`src/sv/bdq_pkg.sv`:
```
package bdq_pkg;

  // Operation codes carried by an input item.
  localparam logic [2:0] OP_ADD_FRONT = 3'd0;
  localparam logic [2:0] OP_ADD_BACK  = 3'd1;
  localparam logic [2:0] OP_REM_FRONT = 3'd2;
  localparam logic [2:0] OP_REM_BACK  = 3'd3;
  localparam logic [2:0] OP_SEARCH    = 3'd4;

  // One input item.
  typedef struct packed {
    logic [2:0]         opcode;
    logic signed [31:0] item_value;
  } request_t;

  // One result item.
  typedef struct packed {
    logic       succeeded;
    logic [4:0] count_now;
    logic       store_empty;
  } result_t;

  // Commands from the controller to the datapath.
  typedef struct packed {
    logic load;
    logic add_front;
    logic add_back;
    logic rem_front;
    logic rem_back;
    logic search_start;
    logic search_step;
  } dp_cmd_t;

  // Status from the datapath to the controller.
  typedef struct packed {
    logic full;
    logic empty;
    logic match;
    logic scan_done;
  } dp_status_t;

endpackage

```
`src/sv/bdq_dpath.sv`:
```
module bdq_dpath #(
  parameter int CAPACITY = 16
) (
  input  logic                         clk,
  input  logic                         rst,
  input  bdq_pkg::dp_cmd_t             cmd,
  input  logic signed [31:0]           item_value,
  output bdq_pkg::dp_status_t          status,
  output logic [$clog2(CAPACITY+1)-1:0] count
);

  localparam int AW = $clog2(CAPACITY);
  localparam int CW = $clog2(CAPACITY + 1);

  logic [31:0]   value_reg;
  logic [AW-1:0] head;
  logic [AW-1:0] head_dec;
  logic [AW-1:0] head_inc;
  logic [AW-1:0] scan_ptr;
  logic [AW-1:0] scan_inc;
  logic [CW-1:0] scan_cnt;
  logic [CW:0]   tail_sum;
  logic [AW-1:0] tail;
  logic          wr_en;
  logic [AW-1:0] wr_addr;
  logic [AW-1:0] rd_addr;
  logic [31:0]   rd_data;
  logic [31:0]   mem [CAPACITY];

  // Ring neighbors of the head and of the scan pointer.
  assign head_dec = (head == '0) ? AW'(CAPACITY - 1) : head - AW'(1);
  assign head_inc = (head == AW'(CAPACITY - 1)) ? '0 : head + AW'(1);
  assign scan_inc = (scan_ptr == AW'(CAPACITY - 1)) ? '0 : scan_ptr + AW'(1);

  // Slot just past the back entry; the sum stays below twice the capacity.
  assign tail_sum = (CW+1)'(head) + (CW+1)'(count);
  always_comb begin
    if (tail_sum >= (CW+1)'(CAPACITY)) begin
      tail = AW'(tail_sum - (CW+1)'(CAPACITY));
    end else begin
      tail = AW'(tail_sum);
    end
  end

  assign wr_en   = cmd.add_front | cmd.add_back;
  assign wr_addr = cmd.add_front ? head_dec : tail;
  assign rd_addr = cmd.search_start ? head : scan_ptr;

  // Entry store: one write port, one registered read port.
  always_ff @(posedge clk) begin
    if (wr_en) begin
      mem[wr_addr] <= value_reg;
    end
    rd_data <= mem[rd_addr];
  end

  // Item value and search walk registers.
  always_ff @(posedge clk) begin
    if (cmd.load) begin
      value_reg <= item_value;
    end
    if (cmd.search_start) begin
      scan_ptr <= head_inc;
      scan_cnt <= CW'(1);
    end else if (cmd.search_step) begin
      scan_ptr <= scan_inc;
      scan_cnt <= scan_cnt + CW'(1);
    end
  end

  // Head position and entry count.
  always_ff @(posedge clk) begin
    if (rst) begin
      head  <= '0;
      count <= '0;
    end else begin
      if (cmd.add_front) begin
        head  <= head_dec;
        count <= count + CW'(1);
      end else if (cmd.add_back) begin
        count <= count + CW'(1);
      end else if (cmd.rem_front) begin
        head  <= head_inc;
        count <= count - CW'(1);
      end else if (cmd.rem_back) begin
        count <= count - CW'(1);
      end
    end
  end

  assign status.full      = (count == CW'(CAPACITY));
  assign status.empty     = (count == '0);
  assign status.match     = (rd_data == value_reg);
  assign status.scan_done = (scan_cnt == count);

endmodule

```
`src/sv/bdq_ctrl.sv`:
```
module bdq_ctrl (
  input  logic                clk,
  input  logic                rst,
  input  logic                start,
  input  logic [2:0]          opcode,
  input  bdq_pkg::dp_status_t status,
  output bdq_pkg::dp_cmd_t    cmd,
  output logic                busy,
  output logic                done,
  output logic                ok
);

  typedef enum logic [1:0] {
    ST_IDLE,
    ST_UPDATE,
    ST_SCAN
  } state_t;

  state_t     state;
  state_t     state_next;
  logic [2:0] op;
  logic       done_next;
  logic       ok_next;

  assign busy = (state != ST_IDLE);

  // Next state, commands and result flag.
  always_comb begin
    state_next = state;
    done_next  = 1'b0;
    ok_next    = 1'b0;
    cmd        = '0;
    unique case (state)
      ST_IDLE: begin
        if (start) begin
          cmd.load = 1'b1;
          if (opcode > bdq_pkg::OP_SEARCH) begin
            // Unused code: report the current state at once.
            done_next = 1'b1;
          end else begin
            state_next = ST_UPDATE;
          end
        end
      end
      ST_UPDATE: begin
        state_next = ST_IDLE;
        done_next  = 1'b1;
        unique case (op)
          bdq_pkg::OP_ADD_FRONT: begin
            cmd.add_front = !status.full;
            ok_next       = !status.full;
          end
          bdq_pkg::OP_ADD_BACK: begin
            cmd.add_back = !status.full;
            ok_next      = !status.full;
          end
          bdq_pkg::OP_REM_FRONT: begin
            cmd.rem_front = !status.empty;
            ok_next       = !status.empty;
          end
          bdq_pkg::OP_REM_BACK: begin
            cmd.rem_back = !status.empty;
            ok_next      = !status.empty;
          end
          bdq_pkg::OP_SEARCH: begin
            if (!status.empty) begin
              cmd.search_start = 1'b1;
              state_next       = ST_SCAN;
              done_next        = 1'b0;
            end
          end
          default: begin
            ok_next = 1'b0;
          end
        endcase
      end
      ST_SCAN: begin
        // The read data holds the entry fetched in the previous cycle.
        if (status.match) begin
          ok_next    = 1'b1;
          done_next  = 1'b1;
          state_next = ST_IDLE;
        end else if (status.scan_done) begin
          done_next  = 1'b1;
          state_next = ST_IDLE;
        end else begin
          cmd.search_step = 1'b1;
        end
      end
      default: begin
        state_next = ST_IDLE;
      end
    endcase
  end

  // State and registered outputs.
  always_ff @(posedge clk) begin
    if (rst) begin
      state <= ST_IDLE;
      done  <= 1'b0;
      ok    <= 1'b0;
    end else begin
      state <= state_next;
      done  <= done_next;
      ok    <= ok_next;
      if (cmd.load) begin
        op <= opcode;
      end
    end
  end

endmodule

```
`src/sv/bounded_deque_with_search_top.sv`:
```
// Bounded double-ended queue of signed 32-bit values with a search operation.
// An item is taken on request when start is high and busy is low. Its opcode
// adds at the front or back, removes at the front or back, or searches the
// stored entries for item_value. Every item gives exactly one result, shown on
// result for the single cycle in which done is high; the receiver cannot stall
// and must take it then. The result carries the success flag, the entry count
// after the operation and an empty flag.
// An unused opcode reports in the next cycle and never raises busy.
// An add or remove acts in the update state and then reports. A search
// walks the stored entries from the front, stopping at the first match or
// after the last entry; the entry store has one read port and the walk
// fetches one entry per cycle. A new item may be started in the cycle that
// shows done.
// Reset (rst, synchronous) empties the queue and returns the head to slot 0;
// the entry store itself is not cleared, as no entry is read before written.
module bounded_deque_with_search_top #(
  parameter int CAPACITY = 16
) (
  input  logic              clk,
  input  logic              rst,
  input  logic              start,
  input  bdq_pkg::request_t request,
  output logic              busy,
  output logic              done,
  output bdq_pkg::result_t  result
);

  localparam int CW = $clog2(CAPACITY + 1);

  bdq_pkg::dp_cmd_t    cmd;
  bdq_pkg::dp_status_t status;
  logic [CW-1:0]       count;
  logic                ok;

  bdq_ctrl u_ctrl (
    .clk    (clk),
    .rst    (rst),
    .start  (start),
    .opcode (request.opcode),
    .status (status),
    .cmd    (cmd),
    .busy   (busy),
    .done   (done),
    .ok     (ok)
  );

  bdq_dpath #(
    .CAPACITY (CAPACITY)
  ) u_dpath (
    .clk        (clk),
    .rst        (rst),
    .cmd        (cmd),
    .item_value (request.item_value),
    .status     (status),
    .count      (count)
  );

  // Result assembly; the count register already holds the post-operation value.
  assign result.succeeded   = ok;
  assign result.count_now   = 5'(count);
  assign result.store_empty = status.empty;

  // A result is only shown while the block is ready for the next item.
  assert property (@(posedge clk) disable iff (rst) done |-> !busy)
    else $error("result shown while busy");

  // The entry count never exceeds the capacity.
  assert property (@(posedge clk) disable iff (rst) count <= CW'(CAPACITY))
    else $error("entry count above capacity");

  // An accepted item with a valid opcode keeps the block busy next cycle.
  assert property (@(posedge clk) disable iff (rst)
    (start && !busy && (request.opcode <= bdq_pkg::OP_SEARCH)) |=> busy)
    else $error("valid item did not start work");

  // A successful add never leaves the queue empty.
  assert property (@(posedge clk) disable iff (rst)
    (cmd.add_front || cmd.add_back) |=> (count != '0))
    else $error("add left queue empty");

endmodule

```
`config.mk`:
```
export PLATFORM = sky130hd
export DESIGN_NAME = bounded_deque_with_search_top
export DESIGN_NICKNAME = d
export VERILOG_FILES = /design/src/sv/bdq_pkg.sv /design/src/sv/bdq_dpath.sv /design/src/sv/bdq_ctrl.sv /design/src/sv/bounded_deque_with_search_top.sv
export SDC_FILE = /design/constraint.sdc
export NUM_CORES = 1
export LEC_CHECK = 0
export BUFFER_PORTS_ARGS = -buffer_cell sky130_fd_sc_hd__buf_2
export CAP_MARGIN = 20
export CORE_MARGIN = 5
export CORE_UTILIZATION = 40
export CTS_CLUSTER_SIZE = 16
export DETAILED_ROUTE_END_ITERATION = 8
export GPL_TIMING_DRIVEN = 0
export PLACE_DENSITY = 0.52
export SYNTH_ARGS = -nofsm -noshare
export SYNTH_HDL_FRONTEND = slang
export SYNTH_SLANG_ARGS = --single-unit
```
`constraint.sdc`:
```
create_clock -name clk -period 12.1 [get_ports clk]
set_input_delay 2.42 -clock clk [delete_from_list [all_inputs] [get_ports clk]]
set_output_delay 2.42 -clock clk [all_outputs]
set_load 0.02 [all_outputs]
```
==> results of run 1 <==
path summary, 6_finish.rpt:
check	from	slack, ns	cells after the start	end
setup reg to reg	u_dpath.count[0]	7.92	12	u_dpath.rd_data[14]
hold / removal	u_ctrl.state[1]	0.51	2	u_ctrl.state[1]
setup / recovery	u_dpath.count[1]	7.49	6	result[0]
hold reg to reg	u_ctrl.state[1]	0.51	2	u_ctrl.state[1]
cell usage after synthesis, types with 6 or more instances:
cell / count
nand2_1: 126
a221oi_1: 22
xnor2_1: 43
edfxtp_1: 551
xor2_1: 7
a31oi_1: 35
o22ai_1: 45
buf_4: 6
a22o_1: 10
buf_6: 6
buf_2: 20
a211oi_1: 22
a21oi_1: 17
o21ai_0: 10
a211o_1: 23
inv_1: 13
mux2i_1: 146
nor2_1: 41
nand3_1: 22
mux4_2: 20
a31o_1: 10
a32oi_1: 10
nand4_1: 10
dfxtp_1: 50
ha_1: 14
clkbuf_1: 39
and3_1: 24
cell usage in the layout (no fill, tap or decap), drive strengths merged, types with 5 or more instances in the layout:
cell type,count
edfxtp,551
mux2i,146
clkbuf,131
nand2,126
buf,109
dfxtp,50
o22ai,45
xnor2,43
nor2,41
a31oi,35
and3,24
a211o,23
a211oi,22
a221oi,22
nand3,22
mux4,20
a21oi,18
ha,14
clkinv,14
inv,13
a31o,11
o21ai,11
a32oi,10
a22o,10
nand4,10
bufinv,8
xor2,7
and2,5
stage by stage:
stage / cells / cell area, um2 / power, W
6_report: 2350 / 27400 / 0.00435
5_1_grt: 2350 / 27400 / 0.00447
4_1_cts: 2349 / 27300 / 0.00439
3_5_place_dp: 2234 / 25200 / 0.00243
3_3_place_gp: 2208 / 24500 / 0.00243
2_1_floorplan: 1397 / 23300 / 0.00239
cells by family after synthesis:
logic type / Yosys count
AO/OA/AOI/OAI: 228
XOR/XNOR: 50
adder cells (fa/ha/maj): 15
buffers and inverters: 89
flip-flops: 601
multiplexers: 169
AND/OR/NAND/NOR: 245
area by class of cell:
type                       instances  area share [%]
buffer                            75            1.37
clock buffer                      92            6.49
clock inverter                    23            1.20
inverter                          14           0.210
multi-input combinational        707            20.0
sequential                       601            64.2
tap                              765            3.50
timing repair buffer              73            3.06
metal layers:
metal	vias up	track usage, %	share of wire, %
met1	6509	26.6	44
met2	375	30.2	48
met3	89	2.95	6.0
li1	5812	-	-
met4	0	5.02	2.2
met5	-	0	0
report_power, final:
part	switching, W	total, W	internal [W]
registers	0.0000365	0.00233	0.00229
clock network	0.000780	0.00196	0.00118
logic	0.0000384	0.0000621	0.0000236
total	0.000855	0.00435	0.00349
critical path, delay by kind of cell, from the launching register on:
kind	cells	cell delay [ns]
buffers and inverters	4	0.52
and+or+nand+nor	1	0.46
DFF	1	0.42
adders and majority gates	1	0.16
==> impl_metrics.ini, run 1 <==
[final_layout]
drive_gt1_share_pct = 15.4
final_core_util_pct = 47.4
regArea_mm2 = 0.0175
nets = 1586
syn_to_final_growth_pct = 17.2
fillerInstances = 4958
multi_input_area_mm2 = 0.00548
diodes = 0
largest_register_ffs = 512

[yosys]
ys_ff_latch = 601
synth_largest_area_cell = edfxtp_1
synth_nets = 1450
synth_compound_area_share_pct = 7.14
async_reset_ff_share_pct = 0
synth_top_family_by_area = multiplexers
synthXorXnorAreaFrac_pct = 1.88
synth_edf_count = 551
synthDistinctLibCells = 57
synth_area_mm2 = 0.0233
synth_sequential_area_ratio_pct = 75.2
synth_area_leaders = edfxtp_1, mux2i_1, dfxtp_1, nand2_1, mux4_2
synthAdderAreaFrac_pct = 0.837
synth.top_cell.area_share_pct = 70.9
synthMuxAreaShare_pct = 8.34
synthFlopType = edfxtp_1
syn_avg_cell_area_um2 = 16.7
yosys.area_share.simple_pct = 4.76
syn_inst = 1397
yosysWarnings = 0

[cts]
postCtsSetupRepairBufs = 0
clk_pin_slew_ns = 0.06
clock-sinks = 601
cts_tree = yes
cts_made_buffers = 61
ctsResizeCount = 0
max-clock-path-buffers = 3
holdBufCountCts = 0
clock_latency_ns = 0.62
clockRootBuffer = clkbuf_16
htree_levels = 2

[timing]
finalCriticalPeriod_ns = 4.61
fin_skew_ns = 0.0198
fmaxAchievable_mhz = 217
finalHoldViolations = 0
grt_setup_unrepaired = no
hold_slack_ns = 0.510
setup_viol = 0
max-slew-margin-rel_pct = 30.3
period_share_pct = 38.1
fin_ws_ns = 7.49
worstMarginPinSlew_ns = 1.05
setup_tns_ns = 0
final_max_slew_viol_count = 0

[place]
gp_congestion = 0.792
pre_cts_ws_ns = 7.79
dp_hpwl_mm = 39.0
io_buffers = 46

[critical_path]
arrival_ns = 2.19
crit_chain = inv_1 -> ha_1 -> or4b_4 -> buf_6 -> clkinv_4 -> buf_2
required_ns = 9.68
path_max_fanout = 9
critPathLaunchType = register
cpPeakStageDelay_ns = 0.46
worstSetupPathType = reg -> out
endpoint_kind = output port
cp_slowest_cell = or4b_4

[routing]
vias = 12800
wl_mm = 60.2
drc = 0
ant_nets = 0
wl_per_cell_um = 25.6
initialDrtViolationCount = 1125
drtPass1Iterations = 5
vias_per_cell = 5.44

[global_routing]
grt_max_degree = 23
antenna_found_initial = 0
grt_pass1_vias = 12700
grt_pass1_wl_mm = 87.1
grt_overflow_total = 0
track_usage_pct = 18.7

[run]
drv_cap = 0

[min_path]
hp-class = reg -> reg

[floorplan]
core_mm2 = 0.0577
die_x_um = 252
die-area_mm2 = 0.0633
io-pin-count = 47
rows = 88
start_util_pct = 40.4
dieHeight_um = 252

[pwr]
power.density_mw_per_mm2 = 159
power.leakage_nw = 9.39
irDropWorstVdd_uv = 143

[run_status]
status = complete, no violations
No activity file was read; power rests on OpenSTA's default activity.
==> inputs of run 2 (changes only) <==
--- a/config.mk
+++ b/config.mk
@@ -5,6 +5,7 @@
 export SDC_FILE = /design/constraint.sdc
 export NUM_CORES = 1
 export LEC_CHECK = 0
+export ABC_AREA = 1
 export BUFFER_PORTS_ARGS = -buffer_cell sky130_fd_sc_hd__buf_2
 export CAP_MARGIN = 20
 export CORE_MARGIN = 5
@@ -12,7 +13,7 @@
 export CTS_CLUSTER_SIZE = 16
 export DETAILED_ROUTE_END_ITERATION = 8
 export GPL_TIMING_DRIVEN = 0
-export PLACE_DENSITY = 0.52
+export PLACE_DENSITY = 0.54
 export SYNTH_ARGS = -nofsm -noshare
 export SYNTH_HDL_FRONTEND = slang
 export SYNTH_SLANG_ARGS = --single-unit
==> constraint.sdc (replaced) <==
create_clock -name clk -period 3.9 [get_ports clk]
set_input_delay 0.78 -clock clk [delete_from_list [all_inputs] [get_ports clk]]
set_output_delay 0.78 -clock clk [all_outputs]
set_load 0.02 [all_outputs]
==> impl_metrics.ini, run 2 <==
[yosys]
synth_sequential_area_ratio_pct = 68.1
yosysWarnings = 0
yosysMostFrequentCell = nand2_1
synthDistinctLibCells = 36
syn_inst = 2318
ys_ff_latch = 601
synth_area_leaders = edfxtp_1, nand3_1, nand2_1, dfxtp_1, nand3b_1
syn_avg_cell_area_um2 = 11.1
ys_top_cells_by_count = nand2_1, edfxtp_1, nand3_1
synth_edf_count = 551
synth_area_mm2 = 0.0258
synth.top_cell.area_share_pct = 64.2
synth_nets = 2371
synthFlopType = edfxtp_1
async_reset_ff_share_pct = 0
synth_largest_area_cell = edfxtp_1

[cts]
postCtsSetupRepairBufs = 0
clk_pin_slew_ns = 0.06
ctsResizeCount = 0
holdBufCountCts = 0
clockRootBuffer = clkbuf_16
clock-sinks = 601
cts_made_buffers = 67
clock_latency_ns = 0.61
max-clock-path-buffers = 3
htree_levels = 3
cts_tree = yes

[critical_path]
crit_path_frequent_cell = nand3_1
required_ns = 4.19
worstSetupPathType = reg -> reg
cp_slowest_cell = nor2_4
arrival_ns = 3.83
endpoint_kind = register
critPathLaunchType = register
path_max_fanout = 17
crit_buf_inv = 3
cpPeakStageDelay_ns = 0.72
crit_family = simple AND/OR/NAND/NOR gates
crit_chain = inv_1 -> ha_1 -> nand3_1 -> nand2_2 -> nor2_2 -> inv_2 -> or2_1 -> nand2_1 -> nand3_1 -> nor2_4 -> buf_16

[pwr]
power.leakage_nw = 11.6
power.density_mw_per_mm2 = 598
irDropWorstVdd_uv = 361

[routing]
drtPass1Iterations = 5
wl_per_cell_um = 23.1
initialDrtViolationCount = 1565
vias_per_cell = 5.29
vias = 17700
wl_mm = 77.4
ant_nets = 0
drc = 0

[floorplan]
rows = 93
io-pin-count = 47
die-area_mm2 = 0.0696
core_mm2 = 0.0641
start_util_pct = 40.2
dieHeight_um = 264
die_x_um = 264

[final_layout]
final_cell_mix = nand2_1, edfxtp_1, nand3_1, inv_1, buf_2
largest_register_ffs = 512
drive_gt1_share_pct = 12.5
nets = 2503
fin_area_mm2 = 0.0297
syn_to_final_growth_pct = 15.3
layout_commonest_cell = nand2_1
post_layout_nonfiller_instances = 3357
diodes = 0

[min_path]
hp-class = in -> reg

[global_routing]
grt_max_degree = 23
grt_pass1_wl_mm = 114
grt_overflow_total = 0
track_usage_pct = 21.9
antenna_found_initial = 1
grt_pass1_vias = 17400

[place]
io_buffers = 45
dp_hpwl_mm = 50.8
pre_cts_ws_ns = 0.387
placed_cell_area_mm2 = 0.0276
place_inst = 3236
gp_congestion = 0.841

[timing]
period_share_pct = 90.7
setup_viol = 0
grt_setup_unrepaired = no
finalCriticalPeriod_ns = 3.54
hold_slack_ns = 0.346
fmaxAchievable_mhz = 283
fin_ws_ns = 0.363
finalHoldViolations = 0
setup_tns_ns = 0
fin_skew_ns = 0.0238
final_max_slew_viol_count = 0
max-slew-margin-rel_pct = 34.7
worstMarginPinSlew_ns = 0.977

[run]
drv_cap = 0

[run_status]
status = complete, no violations
run 2: cell type report:
| class | count | area [um2] |
|---|---|---|
| clock inverter | 25 | 164 |
| inverter | 198 | 743 |
| multi-input combinational | 1381 | 6830 |
| timing repair buffer | 63 | 676 |
| sequential | 601 | 17500 |
| clock buffer | 96 | 1920 |
| tap | 855 | 1070 |
| fill | 5858 | 34400 |
| buffer | 138 | 768 |
run 2: power breakdown:
| group | switching (W) | leakage (nW) | internal, W | total, W |
|---|---|---|---|---|
| clock network | 0.00254 | 1.01 | 0.00356 | 0.00609 |
| logic | 0.00243 | 5.23 | 0.00110 | 0.00353 |
| registers | 0.000482 | 5.39 | 0.00767 | 0.00815 |
run 2: worst register-to-register path: stages (launching register included):
cell and delay [ns]:
dfxtp_1 0.56, inv_1 0.12, ha_1 0.25, nand3_1 0.11, nand2_2 0.13, nor2_2 0.21
inv_2 0.12, or2_1 0.25, nand2_1 0.12, nand3_1 0.35, nor2_4 0.72, buf_16 0.26
run 2: worst paths after layout:
kind / from / endpoint / slack (ns) / depth (start not counted)
worst max-delay path: u_dpath.count[1] / u_dpath.mem[5][16] / 0.36 / 11
worst min-delay path: request[27] / u_dpath.value_reg[27] / 0.35 / 1
worst max register to register: u_dpath.count[1] / u_dpath.mem[5][16] / 0.36 / 11
worst min register to register: u_dpath.scan_cnt[4] / u_dpath.scan_cnt[4] / 0.51 / 2
run 2: through the flow:
stage / utilization, % / power, W
floorplan: - / 0.0103
global placement: 42.2 / 0.0117
CTS: 46.3 / 0.0179
detailed placement: 43.1 / 0.0118
finish: 46.3 / 0.0178
global route: 46.3 / 0.0186
run 2: cell families after synthesis:
| kind of cell | share of synthesized area (%) |
|---|---|
| compound gates | 0.991 |
| xor+xnor | 1.56 |
| fa+ha+maj | 0.758 |
| buf+inv | 5.87 |
| flops | 68.1 |
| simple gates | 22.7 |
run 2: metal layers:
metal / global-route usage [%] / routed length [um] / vias to the layer above
met5: 0 / 0 / -
met4: 7.50 / 2410 / 0
met3: 3.33 / 5400 / 135
met2: 35.5 / 36600 / 710
met1: 30.4 / 33000 / 8703
li1: - / - / 8201
==> inputs of run 3 (changes only) <==
--- a/config.mk
+++ b/config.mk
@@ -12,7 +12,6 @@
 export CORE_UTILIZATION = 40
 export CTS_CLUSTER_SIZE = 16
 export DETAILED_ROUTE_END_ITERATION = 8
-export GPL_TIMING_DRIVEN = 0
 export PLACE_DENSITY = 0.54
 export SYNTH_ARGS = -nofsm -noshare
 export SYNTH_HDL_FRONTEND = slang
==> impl_metrics.ini, run 3 (synthesized netlist as in run 2, its figures left out) <==
[run_status]
status = complete, no violations

[pwr]
irDropWorstVdd_uv = 332
power.leakage_nw = 11.4
power.density_mw_per_mm2 = 596

[critical_path]
endpoint_kind = register
crit_buf_inv = 3
path_max_fanout = 22
crit_path_frequent_cell = nand3_1
crit_chain = inv_1 -> ha_1 -> nand3_1 -> nand2_2 -> nor2_2 -> inv_2 -> or2_1 -> nand2_1 -> nand3_1 -> nor2_4 -> buf_12
cpPeakStageDelay_ns = 0.53
crit_family = simple AND/OR/NAND/NOR gates
cp_slowest_cell = dfxtp_1
critPathLaunchType = register
worstSetupPathType = reg -> reg
arrival_ns = 3.45
required_ns = 4.18

[final_layout]
drive_gt1_share_pct = 10.2
nets = 2422
final_cell_mix = nand2_1, edfxtp_1, nand3_1, inv_1, nand3b_1
diodes = 0
final_core_util_pct = 45.7
layout_commonest_cell = nand2_1
largest_register_ffs = 512
syn_to_final_growth_pct = 13.8

[floorplan]
die-area_mm2 = 0.0696
io-pin-count = 47
core_mm2 = 0.0641
rows = 93
dieHeight_um = 264
start_util_pct = 40.2
die_x_um = 264

[global_routing]
grt_pass1_vias = 17300
grt_max_degree = 129
grt_pass1_wl_mm = 106
track_usage_pct = 19.5
grt_overflow_total = 0
antenna_found_initial = 0

[timing]
setup_tns_ns = 0
max-slew-margin-rel_pct = 33.6
grt_setup_unrepaired = no
finalHoldViolations = 0
setup_viol = 0
fmaxAchievable_mhz = 315
worstMarginPinSlew_ns = 0.996
fin_skew_ns = 0.0247
finalCriticalPeriod_ns = 3.17
period_share_pct = 81.3
final_max_slew_viol_count = 0

[routing]
wl_per_cell_um = 21.1
vias = 17100
drtPass1Iterations = 6
ant_nets = 0
drc = 0
vias_per_cell = 5.22
wl_mm = 69.2
initialDrtViolationCount = 1464

[place]
gp_congestion = 0.795
io_buffers = 46
dp_hpwl_mm = 38.3

[cts]
clock-sinks = 601
holdBufCountCts = 0
clk_pin_slew_ns = 0.06
cts_tree = yes
postCtsSetupRepairBufs = 0
clockRootBuffer = clkbuf_16
htree_levels = 3
ctsResizeCount = 0
cts_made_buffers = 67
clock_latency_ns = 0.60
max-clock-path-buffers = 3

[min_path]
hp-class = in -> reg

[run]
drv_cap = 0
run 3: cell count changes in the layout (fill, tap and decap cells not counted), moves of 3 or more:
cell       change
buf_2         -94
buf_16        -12
clkbuf_1       -8
clkinv_8       +3
o21ai_2        -3
clkbuf_8       +3
clkinv_1       -5
buf_6          -3
buf_4         +29
buf_12        +10
o21ai_4        +4
clkbuf_16      -5
run 3: cell type report:
class,count,area (um2)
clock buffer,95,1840
clock inverter,26,239
fill,5939,34800
inverter,198,743
multi-input combinational,1381,6900
sequential,601,17500
tap,855,1070
timing repair buffer,120,986
run 3: per-stage QoR:
stage | setup slack (ns) | std cells | total power, W | hold slack [ns] | area (um2)
6_report | 0.729 | 3276 | 0.0175 | 0.349 | 29300
3_5_place_dp | 0.741 | 3154 | 0.0116 | 0.499 | 27200
2_1_floorplan | 0.303 | 2318 | 0.0103 | 0.478 | 25800
4_1_cts | 0.734 | 3275 | 0.0177 | 0.308 | 29300
5_1_grt | 0.512 | 3276 | 0.0183 | 0.313 | 29300
3_3_place_gp | 0.782 | 3154 | 0.0115 | 0.504 | 27200
run 3: final timing paths:
kind,end,slack (ns),depth (start not counted),start
worst max-delay path,u_dpath.mem[11][16],0.73,11,u_dpath.count[1]
worst min-delay path,u_dpath.value_reg[24],0.35,1,request[24]
worst max register to register,u_dpath.mem[11][16],0.73,11,u_dpath.count[1]
worst min register to register,u_dpath.scan_cnt[4],0.51,2,u_dpath.scan_cnt[4]
run 3: power breakdown:
part	internal, W	switching (W)	total, W
registers	0.00765	0.000235	0.00789
logic	0.00108	0.00247	0.00354
clock network	0.00351	0.00255	0.00605
run 3: layer usage:
metal	up-vias	wire length, um	track usage [%]
li1	8041	-	-
met1	8496	30000	26.1
met2	459	33900	33.1
met3	104	3630	3.29
met4	0	1650	5.47
met5	-	0	0
